===== src/hw/rtl/uf_pkg.sv =====
// ----------------------------------------------------------------------------
// uf_pkg
// Shared types and codes for the disjoint-set (union-find) engine.
// ----------------------------------------------------------------------------
package uf_pkg;

  // Element fields on the stream ports.
  localparam int ELEM_W = 4;

  // Per-entry rank, saturating.
  localparam int        RANK_W   = 3;
  localparam logic [2:0] RANK_MAX = 3'd7;

  // Operation codes carried in s_tuser.
  localparam logic OP_FIND  = 1'b0;
  localparam logic OP_UNION = 1'b1;

  // Link policy register values.
  localparam logic MODE_PLAIN = 1'b0;
  localparam logic MODE_RANK  = 1'b1;

  // Result handed from the sequencer to the output register.
  typedef struct packed {
    logic [ELEM_W-1:0] root;
    logic              merged;
  } uf_result_t;

endpackage


===== src/hw/rtl/uf_ram.sv =====
// ----------------------------------------------------------------------------
// uf_ram
// Generic single-port-write, single-port-read RAM with registered read data.
// ----------------------------------------------------------------------------
module uf_ram #(
  parameter int WIDTH = 8,
  parameter int DEPTH = 16,
  localparam int AW   = (DEPTH > 1) ? $clog2(DEPTH) : 1
) (
  input  logic             clk,
  input  logic             we,
  input  logic [AW-1:0]    waddr,
  input  logic [WIDTH-1:0] wdata,
  input  logic [AW-1:0]    raddr,
  output logic [WIDTH-1:0] rdata
);

  logic [WIDTH-1:0] mem [DEPTH];

  always_ff @(posedge clk) begin
    if (we) begin
      mem[waddr] <= wdata;
    end
    rdata <= mem[raddr];
  end

endmodule


===== src/hw/rtl/uf_ctrl.sv =====
// ----------------------------------------------------------------------------
// uf_ctrl
// Sequencer for the union-find engine: clears the forest after reset, walks
// parent links one memory read a cycle and writes back the link and rank.
// ----------------------------------------------------------------------------
module uf_ctrl
  import uf_pkg::*;
#(
  parameter int NUM_ELEMENTS = 16,
  localparam int IDX_W = (NUM_ELEMENTS > 1) ? $clog2(NUM_ELEMENTS) : 1
) (
  input  logic             clk,
  input  logic             rst,
  input  logic             union_mode,
  input  logic             start,
  input  logic             op,
  input  logic [IDX_W-1:0] elem_a,
  input  logic [IDX_W-1:0] elem_b,
  output logic             ready,
  output logic             res_valid,
  input  logic             res_ready,
  output uf_result_t       res
);

  localparam int ENT_W = RANK_W + IDX_W;
  localparam logic [IDX_W-1:0] LAST_IDX  = IDX_W'(NUM_ELEMENTS - 1);
  localparam logic [IDX_W:0]   WALK_MAX  = (IDX_W + 1)'(NUM_ELEMENTS);

  localparam logic [2:0] ST_CLEAR  = 3'd0;
  localparam logic [2:0] ST_IDLE   = 3'd1;
  localparam logic [2:0] ST_WALK_A = 3'd2;
  localparam logic [2:0] ST_WALK_B = 3'd3;
  localparam logic [2:0] ST_RAISE  = 3'd4;
  localparam logic [2:0] ST_FINISH = 3'd5;

  logic [2:0]        state, state_next;
  logic [IDX_W-1:0]  clr_cnt, clr_cnt_next;
  logic [IDX_W-1:0]  cur, cur_next;
  logic [IDX_W:0]    steps, steps_next;
  logic              op_q, op_q_next;
  logic [IDX_W-1:0]  b_q, b_q_next;
  logic [IDX_W-1:0]  root_a, root_a_next;
  logic [RANK_W-1:0] rank_a, rank_a_next;
  logic [IDX_W-1:0]  res_idx, res_idx_next;
  logic              res_merged, res_merged_next;

  logic              mem_we;
  logic [IDX_W-1:0]  mem_waddr;
  logic [ENT_W-1:0]  mem_wdata;
  logic [IDX_W-1:0]  mem_raddr;
  logic [ENT_W-1:0]  mem_rdata;

  logic [IDX_W-1:0]  rd_parent;
  logic [RANK_W-1:0] rd_rank;
  logic              walk_done;
  logic [IDX_W+ELEM_W-1:0] res_ext;

  // One entry holds {rank, parent}.
  uf_ram #(
    .WIDTH (ENT_W),
    .DEPTH (NUM_ELEMENTS)
  ) u_forest (
    .clk   (clk),
    .we    (mem_we),
    .waddr (mem_waddr),
    .wdata (mem_wdata),
    .raddr (mem_raddr),
    .rdata (mem_rdata)
  );

  assign rd_parent = mem_rdata[IDX_W-1:0];
  assign rd_rank   = mem_rdata[ENT_W-1:IDX_W];
  assign walk_done = (rd_parent == cur) || (steps == WALK_MAX);

  always_comb begin
    state_next      = state;
    clr_cnt_next    = clr_cnt;
    cur_next        = cur;
    steps_next      = steps;
    op_q_next       = op_q;
    b_q_next        = b_q;
    root_a_next     = root_a;
    rank_a_next     = rank_a;
    res_idx_next    = res_idx;
    res_merged_next = res_merged;
    mem_we          = 1'b0;
    mem_waddr       = cur;
    mem_wdata       = '0;
    mem_raddr       = cur;

    case (state)
      ST_CLEAR: begin
        mem_we       = 1'b1;
        mem_waddr    = clr_cnt;
        mem_wdata    = {{RANK_W{1'b0}}, clr_cnt};
        clr_cnt_next = clr_cnt + 1'b1;
        if (clr_cnt == LAST_IDX) begin
          state_next = ST_IDLE;
        end
      end
      ST_IDLE: begin
        if (start) begin
          op_q_next  = op;
          b_q_next   = elem_b;
          cur_next   = elem_a;
          steps_next = '0;
          mem_raddr  = elem_a;
          state_next = ST_WALK_A;
        end
      end
      ST_WALK_A: begin
        if (walk_done) begin
          root_a_next = cur;
          rank_a_next = rd_rank;
          if (op_q == OP_FIND) begin
            res_idx_next    = cur;
            res_merged_next = 1'b0;
            state_next      = ST_FINISH;
          end else begin
            cur_next   = b_q;
            steps_next = '0;
            mem_raddr  = b_q;
            state_next = ST_WALK_B;
          end
        end else begin
          cur_next   = rd_parent;
          steps_next = steps + 1'b1;
          mem_raddr  = rd_parent;
        end
      end
      ST_WALK_B: begin
        if (!walk_done) begin
          cur_next   = rd_parent;
          steps_next = steps + 1'b1;
          mem_raddr  = rd_parent;
        end else if (root_a == cur) begin
          // Same set: leave the forest alone.
          res_idx_next    = root_a;
          res_merged_next = 1'b0;
          state_next      = ST_FINISH;
        end else begin
          res_merged_next = 1'b1;
          state_next      = ST_FINISH;
          if (union_mode == MODE_PLAIN || rank_a <= rd_rank) begin
            // First root goes under the second.
            mem_we       = 1'b1;
            mem_waddr    = root_a;
            mem_wdata    = {rank_a, cur};
            res_idx_next = cur;
            if (union_mode == MODE_RANK && rank_a == rd_rank && rd_rank != RANK_MAX) begin
              rank_a_next = rd_rank + 1'b1;
              state_next  = ST_RAISE;
            end
          end else begin
            mem_we       = 1'b1;
            mem_waddr    = cur;
            mem_wdata    = {rd_rank, root_a};
            res_idx_next = root_a;
          end
        end
      end
      ST_RAISE: begin
        // Second root stays a root, one rank higher.
        mem_we     = 1'b1;
        mem_waddr  = cur;
        mem_wdata  = {rank_a, cur};
        state_next = ST_FINISH;
      end
      ST_FINISH: begin
        if (res_ready) begin
          state_next = ST_IDLE;
        end
      end
      default: begin
        state_next = ST_IDLE;
      end
    endcase
  end

  always_ff @(posedge clk) begin
    if (rst) begin
      state   <= ST_CLEAR;
      clr_cnt <= '0;
    end else begin
      state   <= state_next;
      clr_cnt <= clr_cnt_next;
    end
    cur        <= cur_next;
    steps      <= steps_next;
    op_q       <= op_q_next;
    b_q        <= b_q_next;
    root_a     <= root_a_next;
    rank_a     <= rank_a_next;
    res_idx    <= res_idx_next;
    res_merged <= res_merged_next;
  end

  assign ready      = (state == ST_IDLE);
  assign res_valid  = (state == ST_FINISH);
  assign res_ext    = {{ELEM_W{1'b0}}, res_idx};
  assign res.root   = res_ext[ELEM_W-1:0];
  assign res.merged = res_merged;

endmodule


===== src/hw/rtl/union_find_engine_top.sv =====
// ----------------------------------------------------------------------------
// union_find_engine_top
// Disjoint-set engine with find and union (plain or by rank) over a memory forest.
// ----------------------------------------------------------------------------
// Usage
//   Input items arrive on s_t*: s_tuser is the operation (find or union),
//   s_tdata carries the two element indices. Each item gives exactly one
//   result item on m_t*: m_tdata holds the root, m_tuser the merged flag.
//   Indices at or above NUM_ELEMENTS wrap modulo NUM_ELEMENTS.
//   The cfg_* channel writes the link policy (0 plain, 1 by rank); write it
//   only while no item is in flight. cfg_ready is always high.
// Walk
//   The forest lives in one RAM and the walk follows one parent link per
//   read. A find walks the chain of its element; a union walks both chains
//   and then links the two roots, raising a rank where the policy needs it.
//   A chain has at most NUM_ELEMENTS - 1 links. One item is in the engine
//   at a time.
// Reset
//   After rst the RAM is swept, one entry a cycle, over all NUM_ELEMENTS
//   entries; s_tready stays low during the sweep. Each element then is its own root.
// Stall
//   A finished result waits in the output register; the next item is taken
//   meanwhile, and its result holds in the engine until the register frees.
// ----------------------------------------------------------------------------
module union_find_engine_top
  import uf_pkg::*;
#(
  parameter int NUM_ELEMENTS = 16
) (
  input  logic       clk,
  input  logic       rst,
  // config write channel: bit 0 union_mode
  input  logic       cfg_valid,
  output logic       cfg_ready,
  input  logic [0:0] cfg_data,
  // input items
  input  logic       s_tvalid,
  output logic       s_tready,
  input  logic [7:0] s_tdata,   // [3:0] elem_a, [7:4] elem_b
  input  logic [0:0] s_tuser,   // [0] opcode
  // result items
  output logic       m_tvalid,
  input  logic       m_tready,
  output logic [7:0] m_tdata,   // [3:0] root, [7:4] zero
  output logic [0:0] m_tuser    // [0] merged
);

  localparam int IDX_W = (NUM_ELEMENTS > 1) ? $clog2(NUM_ELEMENTS) : 1;
  localparam logic [12:0] NUM_E = 13'(NUM_ELEMENTS);

  logic             union_mode;
  logic             start;
  logic             eng_ready;
  logic             res_valid;
  logic             res_ready;
  uf_result_t       res;
  logic [IDX_W-1:0] idx_a;
  logic [IDX_W-1:0] idx_b;
  logic [12:0]      wrap_a;
  logic [12:0]      wrap_b;
  logic [ELEM_W-1:0] m_root;
  logic             m_merged;

  // Wrap indices into range: eight subtractions cover a 4-bit value when NUM_ELEMENTS is at least 2.
  always_comb begin
    wrap_a = {9'd0, s_tdata[3:0]};
    wrap_b = {9'd0, s_tdata[7:4]};
    for (int i = 0; i < 8; i++) begin
      if (wrap_a >= NUM_E) begin
        wrap_a = wrap_a - NUM_E;
      end
      if (wrap_b >= NUM_E) begin
        wrap_b = wrap_b - NUM_E;
      end
    end
  end

  assign idx_a = wrap_a[IDX_W-1:0];
  assign idx_b = wrap_b[IDX_W-1:0];

  // Link policy register.
  assign cfg_ready = 1'b1;

  always_ff @(posedge clk) begin
    if (rst) begin
      union_mode <= MODE_RANK;
    end else if (cfg_valid) begin
      union_mode <= cfg_data[0];
    end
  end

  assign s_tready = eng_ready;
  assign start    = s_tvalid && eng_ready;

  uf_ctrl #(
    .NUM_ELEMENTS (NUM_ELEMENTS)
  ) u_ctrl (
    .clk        (clk),
    .rst        (rst),
    .union_mode (union_mode),
    .start      (start),
    .op         (s_tuser[0]),
    .elem_a     (idx_a),
    .elem_b     (idx_b),
    .ready      (eng_ready),
    .res_valid  (res_valid),
    .res_ready  (res_ready),
    .res        (res)
  );

  // Output register: load when empty or being drained, drop on take.
  assign res_ready = !m_tvalid || m_tready;

  always_ff @(posedge clk) begin
    if (rst) begin
      m_tvalid <= 1'b0;
    end else if (res_valid && res_ready) begin
      m_tvalid <= 1'b1;
    end else if (m_tready) begin
      m_tvalid <= 1'b0;
    end
    if (res_valid && res_ready) begin
      m_root   <= res.root;
      m_merged <= res.merged;
    end
  end

  assign m_tdata = {4'b0000, m_root};
  assign m_tuser = m_merged;

endmodule


===== config.mk =====
export PLATFORM = sky130hd
export DESIGN_NAME = union_find_engine_top
export DESIGN_NICKNAME = d
export VERILOG_FILES = /design/src/hw/rtl/uf_pkg.sv /design/src/hw/rtl/uf_ram.sv /design/src/hw/rtl/uf_ctrl.sv /design/src/hw/rtl/union_find_engine_top.sv
export SDC_FILE = /design/constraint.sdc
export NUM_CORES = 1
export LEC_CHECK = 0
export BUFFER_PORTS_ARGS = -buffer_cell sky130_fd_sc_hd__buf_4
export CORE_MARGIN = 1
export CORE_UTILIZATION = 55
export CTS_CLUSTER_SIZE = 16
export DETAILED_ROUTE_END_ITERATION = 6
export PLACE_DENSITY = 0.72
export SLEW_MARGIN = 15
export SYNTH_ARGS = -nofsm -noshare
export SYNTH_HDL_FRONTEND = slang
export SYNTH_SLANG_ARGS = --single-unit

===== constraint.sdc =====
create_clock -name clk -period 5.8 [get_ports clk]
set_input_delay 0.29 -clock clk [delete_from_list [all_inputs] [get_ports clk]]
set_output_delay 0.29 -clock clk [all_outputs]
set_load 0.005 [all_outputs]

## Yosys cells after proc, flatten, opt, wreduce, memory -nomap -nowiden

Memory sizes are Yosys's and may differ from the RTL's. A register that Yosys moved wholly into a read port is not among the register bits.
Cells that the tools add are included.

| storage, ports and cells | value |
|---|---|
| register bits after elaboration | 40 |
| memory bits (writable) | 112 |
| input bits | 15 |
| output and inout bits | 12 |
| word-level logic and storage cells | 112 |
| memories | 1 |

| operators by class | value |
|---|---|
| add/sub/neg operators | 3 |
| order comparisons | 1 |
| equal/unequal tests | 22 |
| multiplexer cells | 51 |
| bitwise gates (word level) | 1 |
| reduce and logical (&&, ||, !) cells | 19 |

Memories:

| memory | words | width | rd ports | clocked after Yosys merged registers in | write ports | line | RTL |
|---|---|---|---|---|---|---|---|
| u_ctrl.u_forest.mem | 16 | 7 | 1 | 1 | 1 | uf_ram.sv:18 | `logic [WIDTH-1:0] mem [DEPTH];` |

Operators with widths:

| cell | count |
|---|---|
| $mux 4 | 12 |
| $mux 3 | 13 |
| $mux 7 | 3 |
| $pmux 7 s3 | 1 |
| $mux 5 | 4 |
| $pmux 3 s6 | 1 |
| $pmux 4 s2 | 2 |
| $pmux 5 s3 | 1 |
| $ne 2x1->1 const B | 6 |
| $pmux 4 s3 | 1 |
| $mux 1 | 10 |
| $eq 4x4->1 | 2 |
| $ne 2x2->1 const B | 4 |
| $reduce_and 4->1 | 2 |
| $eq 3x2->1 const B | 2 |
| $eq 3x3->1 const B | 2 |
| $pmux 3 s2 | 1 |
| $reduce_and 6->1 | 1 |
| $add 5x1->5 const B | 1 |
| $eq 5x5->1 const B | 1 |
| $reduce_and 5->1 | 1 |
| $add 4x1->4 const B | 1 |
| $eq 4x4->1 const B | 1 |
| $logic_and 1x1->1 | 4 |
| 15 further kinds | 20 |

## Logic depth before layout (Yosys ltp)

Gate-level depths: netlist (run 1).

| depth | value |
|---|---|
| word-level depth | 8 |
| depth in mapped cells | 13 |
| mapped depth without buffers | 10 |

## Hierarchy

Synthesis (run 1) repeated with hierarchy kept, for this count alone.

| second synthesis, totals | value |
|---|---|
| cells, all modules | 424 |
| area, all modules | 6,946.7 um^2 |

By module, submodules not included:

| module | times used | cells an instance | area an instance (um^2) | sequential area each (um^2) |
|---|---|---|---|---|
| uf_ram | 1 | 203 | 4,530.6 | 3,503.4 |
| uf_ctrl | 1 | 200 | 2,130.8 | 880.8 |
| union_find_engine_top | 1 | 21 | 285.3 | 190.2 |

## Worst setup path after synthesis (run 1)

No wires, ideal clock.

| timing | value |
|---|---|
| path kind | reg2reg |
| from | reg u_ctrl.u_forest.rdata[5], read port of u_ctrl.u_forest.mem |
| to | mem u_ctrl.u_forest.mem[13][0] in the netlist's numbering (enable) |
| setup time | 0.390 ns |
| data arrival time | 3.000 ns |
| required time | 5.410 ns |
| path slack | 2.410 ns |
| stages on the path, launching flop included | 10 |
| buffers on the path | 0 |
| period minus slack after synthesis | 3.390 ns |
| path through | dfxtp_1 -> inv_1 -> ha_1 -> nor2b_1 -> o21a_1 -> o211ai_1 -> a21oi_1 -> a221o_1 -> nand2b_1 -> nor4_1 |

| between the ends | value |
|---|---|
| cells in the longest elaborated chain, start to end | 6 |

Ends and longest elaborated chain:

| element | line | RTL |
|---|---|---|
| start, declared | uf_ram.sv:15 | `output logic [WIDTH-1:0] rdata` |
| $le 3x3->1 | uf_ctrl.sv:144 | `if (union_mode == MODE_PLAIN \|\| rank_a <= rd_rank) begin` |
| $logic_or 1x1->1 | uf_ctrl.sv:144 |  |
| $mux 4 | uf_ctrl.sv:144 |  |
| $mux 4 | uf_ctrl.sv:136 | `end else if (root_a == cur) begin` |
| $mux 4 | uf_ctrl.sv:132 | `if (!walk_done) begin` |
| $pmux 4 s2 | uf_ctrl.sv:91 | `case (state)` |
| end, declared | uf_ram.sv:18 |  |

No other way between the ends.

## Worst setup path in the final report (run 1)

| timing | value |
|---|---|
| from | reg u_ctrl.u_forest.rdata[5], read port of u_ctrl.u_forest.mem |
| to | mem u_ctrl.u_forest.mem[6][6] in the netlist's numbering (enable) |

The elaborated chain is that of the path after synthesis.

==> results of run 1 <==
worst reg2reg max path, delay by kind of cell, from the launching register on:
kind | cells | cell delay, ns
AO/OA/AOI/OAI | 4 | 1.76
adder cells (fa/ha/maj) | 1 | 0.30
buffers and inverters | 1 | 0.08
flip-flops | 1 | 0.44
AND/OR/NAND/NOR | 3 | 1.12
routing by layer:
| metal | vias up | part of all wire | track usage |
|---|---|---|---|
| met4 | 0 | 0.032 | 0.125 |
| met5 | - | 0 | 0 |
| met2 | 183 | 0.46 | 0.388 |
| li1 | 2033 | - | - |
| met3 | 36 | 0.059 | 0.0623 |
| met1 | 2197 | 0.45 | 0.359 |
power by group:
part / switching [mW] / internal [mW]
sequential: 0.167 / 1.53
clock: 0.468 / 0.637
combinational: 0.966 / 0.572
sequential cells by signal (all words and copies together), names as in the netlist:
name and cells:
u_ctrl.clr_cnt 4, u_ctrl.res_idx 4, m_root 4, u_ctrl.op_q 1, u_ctrl.steps 5, m_tvalid 1
u_ctrl.cur 4, u_ctrl.rank_a 3, u_ctrl.res_merged 1, union_mode 1, u_ctrl.u_forest.mem 112, u_ctrl.u_forest.rdata 7
u_ctrl.b_q 4, m_tuser 1, u_ctrl.state 3, u_ctrl.root_a 4
synth_stat cells, types with 4 or more instances:
cell      number
dfxtp_1       20
nand3_1       11
o22ai_1        5
mux4_2         4
edfxtp_1     139
a21oi_1       13
buf_6          4
mux2_4         4
and2_1        10
nor2b_1        7
nand4_1        4
o211ai_1      44
nand2_1       17
inv_1         30
xor2_1         4
xnor2_1        7
mux2i_1       12
ha_1           8
o21ai_0       23
nor2_1        33
mux2_2        26
buf_4         10
buf_2          8
a211oi_1       4
clkbuf_1       6
a221oi_2       4
metrics by stage:
stage | hold slack, ns | setup WS [ns]
after floorplan | 0.389 | 2.41
after global placement | 0.400 | 1.89
after detailed placement | 0.405 | 1.78
after CTS | 0.0193 | 1.75
after global routing | 0.0179 | 1.53
final | 0.0275 | 1.72
cell type report:
| class | count | area share |
|---|---|---|
| clock inverter | 15 | 0.0198 |
| clock buffer | 17 | 0.0526 |
| timing repair buffer | 24 | 0.0223 |
| inverter | 33 | 0.0162 |
| sequential | 159 | 0.566 |
| tap | 172 | 0.0266 |
| multi-input combinational | 306 | 0.297 |
cell usage in the layout, fill, tap and decap left out, drive strengths merged, types with 17 or more instances in the layout:
cell / Yosys / layout
buf: 23 / 24
clkbuf: 6 / 17
dfxtp: 20 / 20
edfxtp: 139 / 139
inv: 33 / 37
mux2: 33 / 33
nand2: 17 / 17
nor2: 35 / 35
o211ai: 44 / 44
o21ai: 25 / 25
kinds of logic after synthesis:
kind of cell / share of synthesized area
flip-flops: 0.629
AO/OA/AOI/OAI: 0.130
AND/OR/NAND/NOR: 0.0743
buffers and inverters: 0.0459
multiplexers: 0.0821
XOR/XNOR: 0.0237
adder cells (fa/ha/maj): 0.0138
other: 0.00103
worst min-delay path by stage:
stage	depth (start not counted)	startpoint	to
after floorplan	0	s_tdata[4]	u_ctrl.b_q[0]
after global placement	0	u_ctrl.res_idx[2]	m_root[2]
after detailed placement	0	u_ctrl.res_idx[2]	m_root[2]
after CTS	1	s_tuser	u_ctrl.op_q
after global routing	1	s_tuser	u_ctrl.op_q
final	1	s_tuser	u_ctrl.op_q
==> impl_metrics.env, run 1 <==
export IMPL_maxCapViolations=0
export IMPL_synth_area_leaders="edfxtp_1 (57%), dfxtp_1 (5.5%), o211ai_1 (4.5%)"
export IMPL_worst_pin_slew_ns=0.928
export IMPL_drt_iter0_drc=437
export IMPL_route_vias_total=4449
export IMPL_critPathMaxStageDelay_ns=0.68
export IMPL_cts_setup_buffers=0
export IMPL_track_usage=0.259
export IMPL_place_congestion=0.883
export IMPL_r2r_start="u_ctrl.u_forest.rdata[5]"
export IMPL_chipHeight_um=117
export IMPL_grt_pass1_vias=4304
export IMPL_core_area_um2=12800
export IMPL_die_width_um=117
export IMPL_relSlewSlack=0.381
export IMPL_startpoint="u_ctrl.u_forest.rdata[5]"
export IMPL_grt_overflow_total=0
export IMPL_yosysSeqAreaShare=0.629
export IMPL_syn_inst=524
export IMPL_cp_required_ns=5.86
export IMPL_nFillCells=915
export IMPL_min_path_type="primary input to flip-flop"
export IMPL_ir_drop_mv=0.313
export IMPL_ios=27
export IMPL_cts_resized=0
export IMPL_diodes=0
export IMPL_finalSetupViolations=0
export IMPL_cp_num_cells=9
export IMPL_status="finished clean"
export IMPL_p_total_mw=4.34
export IMPL_critical_path_arrival_ns=4.14
export IMPL_crit_fanout=7
export IMPL_r2r_setup_slack_ns=1.72
export IMPL_fin_skew_ns=0.00977
export IMPL_grt_pass1_wl_um=24800
export IMPL_cts_tree="done"
export IMPL_drt_pass1_iterations=5
export IMPL_hold_viol_final=0
export IMPL_start_kind="flip-flop"
export IMPL_drive_gt1_frac=0.215
export IMPL_postLayoutCoreUtil=0.633
export IMPL_syn_to_final_growth_pct=11.2
export IMPL_cts_hold_fix_buffers=0
export IMPL_synth_top_area_share=0.574
export IMPL_syn_avg_cell_area_um2=13.9
export IMPL_cp_num_buf_inv=1
export IMPL_power_density_nw_per_um2=536
export IMPL_clk_pin_slew_ns=0.07
export IMPL_path_delay_family="compound AO/OA/AOI/OAI gates"
export IMPL_cts_made_buffers=17
export IMPL_vias_per_cell=6.13
export IMPL_synth_edff_count=139
export IMPL_dp_cells=694
export IMPL_seq_area_um2=4570
export IMPL_tns_ns=0
export IMPL_r2r_cells=9
export IMPL_start_util=0.569
export IMPL_wl_per_cell_um=21.8
export IMPL_clkLatencyLatePin_ns=0.43
export IMPL_max_freq_mhz=245
export IMPL_synth_seq_cells=159
export IMPL_maxSlewViolCount=0
export IMPL_placed_area_um2=7500
export IMPL_ys_types=66
export IMPL_period_needed_ns=4.08
export IMPL_antenna_found_initial=0
export IMPL_rsz0062_at_grt="no"
export IMPL_r2r_end="u_ctrl.u_forest.mem[6][6]"
export IMPL_synthArstFlopShare=0
export IMPL_htreeDepth=4
export IMPL_ys_warnings_count=0
export IMPL_ant_nets=0
export IMPL_finalCritPeriodShare=0.704
export IMPL_syn_area_um2=7270
export IMPL_synth_top_flop_cell="edfxtp_1"
export IMPL_fin_cells=726
export IMPL_p_leak_nw=2.74
export IMPL_crit_type="flip-flop to flip-flop"
export IMPL_endpoint="u_ctrl.u_forest.mem[6][6]"
export IMPL_yosys_area_top_type="edfxtp_1"
export IMPL_path_cells="inv_1 -> ha_1 -> nor2b_1 -> o21a_1 -> o211ai_1 -> a21oi_1 -> a221oi_2 -> nand3_1 -> nor2_1"
export IMPL_cp_slowest_cell="o211ai_1"
export IMPL_dieArea_um2=13700
export IMPL_root_buffer="clkbuf_16"
export IMPL_end_kind="flip-flop"
export IMPL_grt_max_degree=45
export IMPL_clk_path_buf_depth=2
export IMPL_core_rowCount=41
export IMPL_clock_sinks=159
export IMPL_portBuffers=21
export IMPL_fin_nets=564
export IMPL_multi_input_area_um2=2400
export IMPL_hpwlAfterDp_um=10700
export IMPL_route_detailed_drc=0
export IMPL_finalInstanceArea_um2=8090
export IMPL_wirelength_um=15800
Power figures use the tool's default switching activity.
==> inputs of run 2 (changes only) <==
--- a/config.mk
+++ b/config.mk
@@ -5,6 +5,7 @@
 export SDC_FILE = /design/constraint.sdc
 export NUM_CORES = 1
 export LEC_CHECK = 0
+export ABC_AREA = 1
 export BUFFER_PORTS_ARGS = -buffer_cell sky130_fd_sc_hd__buf_4
 export CORE_MARGIN = 1
 export CORE_UTILIZATION = 55
==> constraint.sdc (replaced) <==
create_clock -name clk -period 3.87 [get_ports clk]
set_input_delay 0.1935 -clock clk [delete_from_list [all_inputs] [get_ports clk]]
set_output_delay 0.1935 -clock clk [all_outputs]
set_load 0.005 [all_outputs]
==> impl_metrics.env, run 2 <==
export IMPL_die_width_um=116
export IMPL_synthArstFlopShare=0
export IMPL_ant_nets=0
export IMPL_worst_pin_slew_ns=1.05
export IMPL_route_detailed_drc=0
export IMPL_crit_fanout=57
export IMPL_yosys_area_share_xor_xnor=0.00977
export IMPL_synth_area_leaders="edfxtp_1 (58%), nand3_1 (11%), nand2_1 (8.5%)"
export IMPL_min_path_type="primary input to flip-flop"
export IMPL_synth_area_mux_share=0
export IMPL_dieArea_um2=13500
export IMPL_cts_made_buffers=17
export IMPL_drt_iter0_drc=676
export IMPL_p_leak_nw=3.13
export IMPL_core_area_um2=12700
export IMPL_core_rowCount=41
export IMPL_grt_overflow_total=0
export IMPL_synth_simple_area_share=0.232
export IMPL_path_cells="inv_2 -> nand2_1 -> nand2_1 -> nor2_1 -> nand2_2 -> nand2_4 -> nand3_2 -> nand3_2 -> buf_4 -> nand2_1 -> nand3_1 -> nand3_1 -> nand2_1 -> nand2_1 -> nand2_1"
export IMPL_finalCritPeriodShare=0.797
export IMPL_top_register="u_ctrl.u_forest.mem"
export IMPL_ys_types=34
export IMPL_synth_compound_area_frac=0.0450
export IMPL_largest_register_ffs=112
export IMPL_critical_path_arrival_ns=3.44
export IMPL_holdWs_ns=0.0791
export IMPL_grt_pass1_wl_um=26000
export IMPL_root_buffer="clkbuf_16"
export IMPL_start_kind="flip-flop"
export IMPL_mostFrequentLayoutCells="nand2_1 (162), nand3_1 (153), edfxtp_1 (139), nor2_1 (45), inv_1 (41)"
export IMPL_syn_area_um2=7170
export IMPL_ys_warnings_count=0
export IMPL_track_usage=0.267
export IMPL_yosysMostFrequentCell="nand2_1"
export IMPL_chipHeight_um=116
export IMPL_wl_per_cell_um=18.1
export IMPL_cpMostUsedCell="nand2_1"
export IMPL_drive_gt1_frac=0.114
export IMPL_cts_setup_buffers=0
export IMPL_tns_ns=0
export IMPL_syn_inst=698
export IMPL_maxSlewViolCount=0
export IMPL_synth_seq_cells=159
export IMPL_status="finished clean"
export IMPL_synth_top_flop_cell="edfxtp_1"
export IMPL_syn_avg_cell_area_um2=10.3
export IMPL_clk_path_buf_depth=2
export IMPL_synth_common_cells="nand2_1 (162), nand3_1 (154), edfxtp_1 (139), nor2_1 (46), inv_1 (41)"
export IMPL_synth_top_family_by_area="simple AND/OR/NAND/NOR gates"
export IMPL_top_regs="u_ctrl.u_forest.mem (112), u_ctrl.u_forest.rdata (7), u_ctrl.steps (5)"
export IMPL_syn_to_final_growth_pct=12.2
export IMPL_clock_sinks=159
export IMPL_antenna_found_initial=0
export IMPL_drt_pass1_iterations=5
export IMPL_fin_nets=748
export IMPL_rsz0062_at_grt="no"
export IMPL_fin_skew_ns=0.00863
export IMPL_synth_edff_count=139
export IMPL_dp_cells=870
export IMPL_finalInstanceArea_um2=8050
export IMPL_diodes=0
export IMPL_mostFrequentLayoutCell="nand2_1"
export IMPL_place_congestion=0.942
export IMPL_maxCapViolations=0
export IMPL_start_util=0.566
export IMPL_vias_per_cell=5.68
export IMPL_end_kind="flip-flop"
export IMPL_synthAdderAreaFrac=0.0140
export IMPL_synth_top_area_share=0.582
export IMPL_ios=27
export IMPL_htreeDepth=4
export IMPL_grt_pass1_vias=4862
export IMPL_relSlewSlack=0.294
export IMPL_wirelength_um=16400
export IMPL_crit_type="flip-flop to flip-flop"
export IMPL_finalSetupViolations=0
export IMPL_critPathMaxStageDelay_ns=0.51
export IMPL_p_total_mw=6.91
export IMPL_grt_max_degree=58
export IMPL_cp_slowest_cell="buf_4"
export IMPL_yosys_area_top_type="edfxtp_1"
export IMPL_placed_area_um2=7410
export IMPL_yosysSeqAreaShare=0.638
export IMPL_period_needed_ns=3.08
export IMPL_cts_tree="done"
export IMPL_portBuffers=21
export IMPL_clk_pin_slew_ns=0.06
export IMPL_fin_cells=910
export IMPL_power_density_nw_per_um2=858
export IMPL_cp_required_ns=4.23
export IMPL_hold_viol_final=0
export IMPL_route_vias_total=5173
export IMPL_max_freq_mhz=324
export IMPL_hpwlAfterDp_um=10900
export IMPL_clkLatencyLatePin_ns=0.43
export IMPL_ir_drop_mv=0.520
==> run 2: changes by cell type after synthesis, moves of 8 or more <==
cell | previous run | this run
nand2_1 | 17 | 162
nand3_1 | 11 | 154
o211ai_1 | 44 | 5
mux2_2 | 26 | 0
nor2_1 | 33 | 46
mux2i_1 | 12 | 0
inv_1 | 30 | 41
and2_1 | 10 | 0
inv_2 | 2 | 10
==> run 2: routing by layer <==
layer | up-vias | global-route usage | routed length (um)
met5 | - | 0 | 0
li1 | 2465 | - | -
met4 | 0 | 0.0932 | 266
met3 | 22 | 0.0612 | 1100
met2 | 225 | 0.436 | 8120
met1 | 2461 | 0.353 | 6950
==> run 2: critical path: cells and delay by family, from the launching register on <==
family / cells / cell delay (ns)
simple gates: 13 / 1.86
buf+inv: 2 / 0.62
flops: 1 / 0.50
==> run 2: worst paths after layout <==
kind / start / end / slack [ns] / cells past startpoint
worst max-delay path: u_ctrl.cur[3] / u_ctrl.u_forest.rdata[1] / 0.79 / 15
worst min-delay path: m_tready / m_tvalid / 0.08 / 4
worst max register to register: u_ctrl.cur[3] / u_ctrl.u_forest.rdata[1] / 0.79 / 15
worst min register to register: u_ctrl.res_idx[1] / m_root[1] / 0.42 / 0
==> run 2: what timing repair did <==
item / 4_1_cts / 5_1_grt
hold endpoints to repair: 10 / 0
resized for setup: 0 / 0
endpoints found under the setup margin: 0 / 0
hold buffers: 8 / 0
==> run 2: cells by family after synthesis <==
logic type	after synthesis
xor+xnor	8
compound gates	57
buf+inv	85
flops	159
simple gates	379
other cells	2
fa+ha+maj	8
==> run 2: metrics by stage <==
step,worst slack [ns],utilization
floorplan,1.54,-
global placement,0.959,0.585
detailed placement,0.880,0.585
CTS,0.849,0.635
global route,0.519,0.635
finish,0.786,0.635
==> run 2: final cells by class <==
type	count	area, um^2
Clock buffer	17	425
Clock inverter	15	133
Fill cell	1019	4620
Inverter	52	195
Multi-Input combinational cell	457	2200
Sequential cell	159	4570
Tap cell	172	215
Timing Repair Buffer	38	305
==> run 2: power breakdown <==
group	switching [mW]	internal, mW	total, mW
sequential	0.173	2.34	2.52
combinational	2.01	0.813	2.82
clock	0.680	0.890	1.57
